**src/hw/rtl/ecc_pkg.sv**
```systemverilog
// Shared constants for the Euler circuit check block.
// Used by ecc_ffs and euler_circuit_check; no dependencies.
`timescale 1ns / 1ps
`default_nettype none

package ecc_pkg;

   localparam int ID_WIDTH = 6;
   localparam int ID_SPACE = 64;
   localparam int COUNT_WIDTH = 7;
   localparam logic [COUNT_WIDTH-1:0] COUNT_RESET = 7'd64;

   localparam logic KIND_EDGE = 1'b0;
   localparam logic KIND_FINISH = 1'b1;

endpackage

`default_nettype wire

```
**src/hw/rtl/ecc_ffs.sv**
```systemverilog
// Find-first-set unit: lowest set bit of a vertex set as one-hot mask and index.
// Depends on ecc_pkg for the vertex id width.
`timescale 1ns / 1ps
`default_nettype none

module ecc_ffs #(
   parameter int WIDTH = 64
) (
   input  wire logic [WIDTH-1:0]              vec,
   output logic                               found,
   output logic [WIDTH-1:0]                   onehot,
   output logic [ecc_pkg::ID_WIDTH-1:0]       index
);

   always_comb begin
      found  = |vec;
      onehot = vec & (~vec + WIDTH'(1));
      index  = '0;
      for (int i = 0; i < WIDTH; i++) begin
         index = index | (onehot[i] ? ecc_pkg::ID_WIDTH'(i) : '0);
      end
   end

endmodule

`default_nettype wire

```
**config.mk**
```make
export PLATFORM = sky130hd
export DESIGN_NAME = ecc_ffs
export DESIGN_NICKNAME = d
export VERILOG_FILES = /design/src/hw/rtl/ecc_pkg.sv /design/src/hw/rtl/ecc_ffs.sv
export SDC_FILE = /design/constraint.sdc
export NUM_CORES = 1
export LEC_CHECK = 0
export ABC_CLOCK_PERIOD_IN_PS = 6390
export BUFFER_PORTS_ARGS = -buffer_cell sky130_fd_sc_hd__buf_2
export CORE_MARGIN = 5
export CORE_UTILIZATION = 35
export DETAILED_ROUTE_END_ITERATION = 10
export PLACE_DENSITY = 0.74
export SLEW_MARGIN = 10
export SYNTH_ARGS = -nofsm -noshare
export SYNTH_HDL_FRONTEND = slang
export SYNTH_SLANG_ARGS = --single-unit
```
**constraint.sdc**
```tcl
create_clock -name vclk -period 6.39
set_clock_uncertainty 0.15 [all_clocks]
set_input_delay 1.5975 -clock vclk [all_inputs]
set_output_delay 1.5975 -clock vclk [all_outputs]
set_load 0.02 [all_outputs]
```
==> flow_summary.ini, run 1 <==
[run_status]
status = completed

[global_route]
grt_max_degree = 14
grt_pass1_wl_um = 12300
grt_usage_pct = 24.0
grt_pass1_vias = 2521
antenna_found_initial = 0
grt_remaining_overflow = 0

[routing]
wl_um = 7960
ant_nets = 0
dr.pass1.iters = 7
vias = 2777
wl_per_cell_um = 17.3
drtIter0Drc = 139
drc = 0
viasPerCell = 6.05

[power]
powerDensity_nw_per_um2 = 28.9
seq_power_share_pct = 0
clkPwrFrac_pct = 0
p_sw_share_pct = 60.1
p_int_mw = 0.0277
power_frac_comb_pct = 100.0
switchingPower_mw = 0.0418
p_leak_nw = 1.23
peakVddDrop_mv = 0.0187

[critical_path]
cp_slowest_cell = or4_1
crit_chain = buf_2 > or4_1 > nor4_1 > nand4_1 > buf_4 > nor4_1 > a31oi_1 > and4b_4 > nand4b_1 > buf_2
timing_worst_setup_path_type = input port to primary output
cp_top_family = simple AND/OR/NAND/NOR gates
cp.arrival_ns = 4.51
cp.required_ns = 4.64
startpoint_type = input port
path_buf_inv = 3
end_kind = primary output
cp_max_fo = 7
max_stage_delay_ns = 0.57

[yosys]
syn_area_um2 = 1600
syn_inst = 269
synth.most_common_cell = nor2_1
ys_seq_area_share_pct = 0
yosys-top-cells-count = 40 x nor2_1, 25 x nor3_1, 25 x nor4_1
yosys.area.top_type = nor4_1
synth_cell_types = 51
ys.warnings.count = 0
synthTopCellsByArea = nor4_1 9.8%, nor2_1 9.4%, nor3_1 7.8%
synthesis.nets = 333
synth.top_cell.area_share_pct = 9.75
synth.avg_cell_area_um2 = 5.96

[sta]
worstMarginPinSlew_ns = 0.676
timing.final.crit_period_ns = 6.26
fin_setup_tns_ns = 0
setup_viol = 0
max_freq_ghz = 0.160
maxSlewHeadroom_pct = 54.5
grt_setup_unrepaired = false
hold_viol = 0
postLayoutSetupSlackWorst_ns = 0.134
drv_slew = 0
post-route-period-util_pct = 97.9

[placement]
dp_hpwl_um = 6940
finalWeightedCongestion = 0.981
port_buffers = 135
dp_slack_ns = 0.250

[die]
dieArea_um2 = 6040
core_region_area_um2 = 4410
die_h_um = 77.7
std_cell_rows = 24
num_io_pins = 135
die_w_um = 77.7
start_util_pct = 36.3

[cells_and_area]
area_growth_pct = 49.8
nFlopsAndLatches = 0
n_antenna_cell = 0
utilization_pct = 54.5
multi_input_area_um2 = 1510
fin_nets = 473
regArea_um2 = 0
drive_above_1_share_pct = 39.6
num-fill-cells = 464
clock_buffers = 0

[hold_path]
min_to = onehot[0]
hold_start = vec[0]
hold_class = input port to primary output
holdPathStages = 2

[job]
maxCapViolCount = 0

[cts]
hold_buffers = 0
metrics by stage:
stage               instances  power, mW  hold WS, ns  area (um2)
floorplan                 269     0.0271         3.12        1600
global placement          459     0.0678         3.34        2400
detailed placement        459     0.0682         3.35        2400
CTS                       459     0.0685         3.35        2400
global route              459     0.0766         3.37        2400
finish                    459     0.0696         3.35        2400
per-layer routing:
layer / share of wire (%) / up-vias / GRT usage, %
li1: - / 1360 / -
met1: 44 / 1287 / 32.6
met2: 48 / 124 / 42.0
met3: 7.4 / 6 / 2.31
met4: 0.93 / 0 / 2.58
met5: 0 / - / 0
placed cells by master, fill, tap and decap left out, drive strengths merged, types with 6 or more instances in the layout:
master	n
inv	14
nor3b	7
nand2	16
nand3	9
nand4b	7
nor2	40
nand4	13
buf	148
nor4	26
and3	16
or4	10
nor3	25
a21oi	6
or3	7
and2	10
power groups by stage:
| stage | sequential, mW | combinational, mW | clock, mW |
|---|---|---|---|
| floorplan | 0 | 0.0271 | 0 |
| finish | 0 | 0.0696 | 0 |
| global placement | 0 | 0.0678 | 0 |
| CTS | 0 | 0.0685 | 0 |
| detailed placement | 0 | 0.0682 | 0 |
| global route | 0 | 0.0766 | 0 |
worst max path at each step:
stage	from	endpoint	slack, ns	depth (start not counted)
6_report	vec[1]	index[0]	0.13	10
5_1_grt	vec[1]	index[1]	0.1	10
4_1_cts	vec[1]	index[3]	0.24	10
3_5_place_dp	vec[21]	index[0]	0.25	9
3_3_place_gp	vec[21]	index[0]	0.26	9
2_1_floorplan	vec[3]	index[2]	0.28	9
cells by family after synthesis:
kind of cell | Yosys count | synth area share [%]
AO/OA/AOI/OAI | 30 | 13.7
buffers and inverters | 24 | 6.08
AND/OR/NAND/NOR | 215 | 80.2
repair_timing:
item,in CTS,in global routing
setup buffers,0,0
gates resized for setup,0,1
setup endpoints to repair,0,2
cell type report:
| cell class | count | area share, % |
|---|---|---|
| multi-input cells | 245 | 62.9 |
| well taps | 52 | 2.71 |
| repair buffers | 148 | 32.2 |
| inverters | 14 | 2.19 |
(Power assumes the default switching activity.)
==> run 2: changes to the inputs <==
--- a/config.mk
+++ b/config.mk
@@ -5,12 +5,12 @@
 export SDC_FILE = /design/constraint.sdc
 export NUM_CORES = 1
 export LEC_CHECK = 0
-export ABC_CLOCK_PERIOD_IN_PS = 6390
+export ABC_AREA = 1
+export ABC_CLOCK_PERIOD_IN_PS = 6700
 export BUFFER_PORTS_ARGS = -buffer_cell sky130_fd_sc_hd__buf_2
 export CORE_MARGIN = 5
 export CORE_UTILIZATION = 35
 export DETAILED_ROUTE_END_ITERATION = 10
-export PLACE_DENSITY = 0.74
 export SLEW_MARGIN = 10
 export SYNTH_ARGS = -nofsm -noshare
 export SYNTH_HDL_FRONTEND = slang
==> constraint.sdc (replaced) <==
create_clock -name vclk -period 6.7
set_clock_uncertainty 0.15 [all_clocks]
set_input_delay 1.675 -clock vclk [all_inputs]
set_output_delay 1.675 -clock vclk [all_outputs]
set_load 0.02 [all_outputs]
==> run 2 against run 1 <==
  * Combinational power grew 20%
  * Worst hold slack gained 0.14 ns
  * Via count grew 47%
  * Count of clock-buffer cells in the layout is the same
  * Critical endpoint is now index[2]
  * Final area grew 42%
  * Global-route usage grew 3.2 points
==> flow_summary.ini, run 2 <==
[cells_and_area]
final_cell_count_no_fill = 825
nFlopsAndLatches = 0
area_growth_pct = 30.2
n_antenna_cell = 0
fin_nets = 792
mostFrequentLayoutCells = 150 x nor2_1, 146 x nand2_1, 135 x buf_2
multi_input_area_um2 = 2090
final_common_cell = nor2_1
drive_above_1_share_pct = 24.9
clock_buffers = 0
regArea_um2 = 0
num-fill-cells = 916

[routing]
viasPerCell = 4.94
drc = 0
wl_um = 12900
vias = 4074
drtIter0Drc = 321
ant_nets = 0
dr.pass1.iters = 7
wl_per_cell_um = 15.7

[global_route]
antenna_found_initial = 0
grt_usage_pct = 27.2
grt_remaining_overflow = 0
grt_max_degree = 10
grt_pass1_vias = 3792
grt_pass1_wl_um = 19600

[sta]
timing.final.crit_period_ns = 5.40
setup_viol = 0
max_freq_ghz = 0.185
holdWs_ns = 3.49
grt_setup_unrepaired = false
drv_slew = 0
post-route-period-util_pct = 80.6
worstMarginPinSlew_ns = 0.490
hold_viol = 0
fin_setup_tns_ns = 0
maxSlewHeadroom_pct = 67.2

[yosys]
ys.warnings.count = 0
synth.avg_cell_area_um2 = 4.42
synthTopCellsByArea = nor2_1 22%, nand2_1 21%, inv_1 19%
syn_inst = 592
yosys-top-cells-count = 150 x nor2_1, 146 x nand2_1, 131 x inv_1
synth.most_common_cell = nor2_1
ys_seq_area_share_pct = 0
synth_cell_types = 24
yosys.area.top_type = nor2_1
syn_area_um2 = 2620
synthesis.nets = 656
synth.top_cell.area_share_pct = 21.5

[placement]
port_buffers = 135
dp_hpwl_um = 11800
finalWeightedCongestion = 0.995
place_inst = 825

[die]
num_io_pins = 135
core_region_area_um2 = 7250
die_w_um = 96.5
dieArea_um2 = 9310
std_cell_rows = 31
die_h_um = 96.5
start_util_pct = 36.1

[critical_path]
cp.required_ns = 4.88
cp.arrival_ns = 3.57
cp_max_fo = 3
startpoint_type = input port
timing_worst_setup_path_type = input port to primary output
end_kind = primary output
setup.worst_path.start = vec[41]

[power]
peakVddDrop_mv = 0.0114
p_leak_nw = 2.63
powerDensity_nw_per_um2 = 24.5

[cts]
post_cts_resized = 0
hold_buffers = 0
cts_setup_buffers = 0

[run_status]
status = completed

[hold_path]
hold_start = vec[0]
hold_class = input port to primary output

[job]
maxCapViolCount = 0
run 2: cell types whose count changed after synthesis, moves of 8 or more:
cell and change:
nand2_1 +130, inv_1 +117, nor2_1 +110, nand3_1 +71, nor4_1 -23, and3_1 -16, nor2_2 +12, or4_1 -9
clkbuf_1 -8, nor3_1 -8
run 2: routing by layer:
layer	vias up	track usage (%)	share of wire, %
met4	0	3.15	1.0
met2	211	41.0	41
met3	10	6.58	11
met1	1792	40.0	47
met5	-	0	0
li1	2061	-	-
run 2: worst paths after layout:
check	endpoint	slack (ns)	depth (start not counted)
max	index[2]	1.30	15
min	onehot[0]	3.49	2
run 2: cell type report:
class,count,area share [%]
Inverter,139,15.3
Multi-Input combinational cell,452,61.2
Tap cell,99,3.63
Timing Repair Buffer,135,19.8
run 2: metrics by stage:
step | setup slack (ns) | area, um2 | util (%) | total power, mW
4_1_cts | 1.36 | 3410 | 47.0 | 0.0821
6_report | 1.30 | 3410 | 47.0 | 0.0834
3_3_place_gp | 1.40 | 3410 | 47.0 | 0.0819
2_1_floorplan | 1.88 | 2620 | - | 0.0393
5_1_grt | 1.15 | 3410 | 47.0 | 0.0928
3_5_place_dp | 1.37 | 3410 | 47.0 | 0.0817
run 2: report_power, final:
part | internal (mW) | switching (mW)
sequential | 0 | 0
clock | 0 | 0
combinational | 0.0279 | 0.0555
run 2: kinds of logic after synthesis:
kind of cell	after synthesis	synth area share [%]
buffers and inverters	140	20.3
and+or+nand+nor	448	78.9
AOI/OAI and AO/OA	4	0.860
run 2: critical path, cell delays in order:
cell      delay [ns]
buf_2           0.12
inv_1           0.10
nand2_1         0.08
nor2_1          0.29
nand2_1         0.12
nor2_1          0.40
nand2_4         0.11
clkinv_2        0.08
nand3_1         0.15
nand2_1         0.10
nor2_1          0.04
nand2_1         0.07
nor2_1          0.05
nand2_1         0.05
buf_2           0.15
==> run 3: changes to the inputs <==
--- a/config.mk
+++ b/config.mk
@@ -6,7 +6,7 @@
 export NUM_CORES = 1
 export LEC_CHECK = 0
 export ABC_AREA = 1
-export ABC_CLOCK_PERIOD_IN_PS = 6700
+export ABC_CLOCK_PERIOD_IN_PS = 5080
 export BUFFER_PORTS_ARGS = -buffer_cell sky130_fd_sc_hd__buf_2
 export CORE_MARGIN = 5
 export CORE_UTILIZATION = 35
==> constraint.sdc (replaced) <==
create_clock -name vclk -period 5.08
set_clock_uncertainty 0.15 [all_clocks]
set_input_delay 1.27 -clock vclk [all_inputs]
set_output_delay 1.27 -clock vclk [all_outputs]
set_load 0.02 [all_outputs]
==> run 3 against run 2 <==
  * Global-route usage decreased by 0.43 points
  * Routed wire length decreased by 0.28%
  * Largest cell class unchanged
  * Core utilization unchanged
  * Critical path type unchanged
  * Worst hold slack got worse by 0.81 ns
  * Combinational power increased by 32%
  * First-iteration DRC count increased by 31%
  * Die area unchanged
  * Total power increased by 32%
  * Critical endpoint unchanged
  * Sequential share of layout area unchanged
  * Count of clock-buffer cells in the layout unchanged
==> flow_summary.ini, run 3 (same netlist as run 2, synthesis figures left out) <==
[placement]
dp_slack_ns = 0.592
dp_hpwl_um = 11600
place_inst = 825
port_buffers = 135
finalWeightedCongestion = 0.982

[cells_and_area]
regArea_um2 = 0
fin_nets = 792
area_growth_pct = 30.2
final_common_cell = nor2_1
utilization_pct = 47.0
clock_buffers = 0
final_cell_count_no_fill = 825
mostFrequentLayoutCells = 150 x nor2_1, 146 x nand2_1, 135 x buf_2
n_antenna_cell = 0
drive_above_1_share_pct = 24.9
nFlopsAndLatches = 0
num-fill-cells = 890

[power]
p_sw_share_pct = 66.7
power_frac_comb_pct = 100.0
peakVddDrop_mv = 0.0167
clkPwrFrac_pct = 0
seq_power_share_pct = 0
powerDensity_nw_per_um2 = 32.4
p_int_mw = 0.0368
switchingPower_mw = 0.0736
p_leak_nw = 2.63

[sta]
postLayoutSetupSlackWorst_ns = 0.429
drv_slew = 0
hold_viol = 0
setup_viol = 0
holdWs_ns = 2.68
maxSlewHeadroom_pct = 64.9
max_freq_ghz = 0.215
worstMarginPinSlew_ns = 0.524
post-route-period-util_pct = 91.6
grt_setup_unrepaired = false
fin_setup_tns_ns = 0
timing.final.crit_period_ns = 4.65

[job]
maxCapViolCount = 0

[critical_path]
cp.arrival_ns = 3.23
max_stage_delay_ns = 0.43
cp_slowest_cell = nor2_1
end_kind = primary output
cp.required_ns = 3.66
crit_chain = buf_2 > inv_1 > nand2_1 > nor2_1 > nand2_1 > nor2_1 > nand2_4 > clkinv_2 > nand3_1 > nand2_1 > nor2_1 > nand2_1 > nor2_1 > nand2_1 > buf_2
cp_max_fo = 3
timing_worst_setup_path_type = input port to primary output
startpoint_type = input port
cp_common_cell = nand2_1

[cts]
cts_setup_buffers = 0
post_cts_resized = 0
hold_buffers = 0

[hold_path]
hold_class = input port to primary output

[die]
die_h_um = 96.5
die_w_um = 96.5
num_io_pins = 135
dieArea_um2 = 9310
start_util_pct = 36.1
std_cell_rows = 31
core_region_area_um2 = 7250

[run_status]
status = completed

[routing]
vias = 4137
drc = 0
viasPerCell = 5.01
drtIter0Drc = 420
dr.pass1.iters = 5
wl_per_cell_um = 15.6
ant_nets = 0
wl_um = 12900

[global_route]
grt_remaining_overflow = 0
grt_max_degree = 10
antenna_found_initial = 0
grt_usage_pct = 26.7
grt_pass1_vias = 3729
grt_pass1_wl_um = 19300
## run 3: cell counts in the layout (fill, tap and decap cells not counted)
Identical to the previous run, type by type.
## run 3: worst max-delay path, delay by kind of cell
kind          cells  cell delay [ns]
simple gates     11             1.51
buf+inv           4             0.44
## run 3: routing by layer
layer  up-vias  track usage (%)  share of wire, %
met2       264             41.1                42
met3        10             4.65                12
met5         -                0                 0
met1      1797             40.3                46
li1       2066                -                 -
met4         0             1.87              0.67
## run 3: final cells by class
class / instances / area, um2 / area share [%]
multi-input combinational: 452 / 2090 / 61.2
timing repair buffer: 135 / 676 / 19.8
inverter: 139 / 523 / 15.3
tap: 99 / 124 / 3.63
## run 3: power groups by stage
stage               Combinational, mW  Sequential, mW  Clock (mW)
CTS                             0.108               0           0
detailed placement              0.108               0           0
global route                    0.121               0           0
floorplan                      0.0518               0           0
global placement                0.108               0           0
finish                          0.110               0           0
## run 3: path summary, 6_finish.rpt
| kind | slack, ns | from | depth (start not counted) | end |
|---|---|---|---|---|
| setup / recovery | 0.43 | vec[41] | 15 | index[2] |
| hold / removal | 2.68 | vec[0] | 2 | onehot[0] |
## run 3: through the flow
stage / cell area [um2] / total power, mW
floorplan: 2620 / 0.0518
global placement: 3410 / 0.108
detailed placement: 3410 / 0.108
CTS: 3410 / 0.108
global route: 3410 / 0.121
finish: 3410 / 0.110
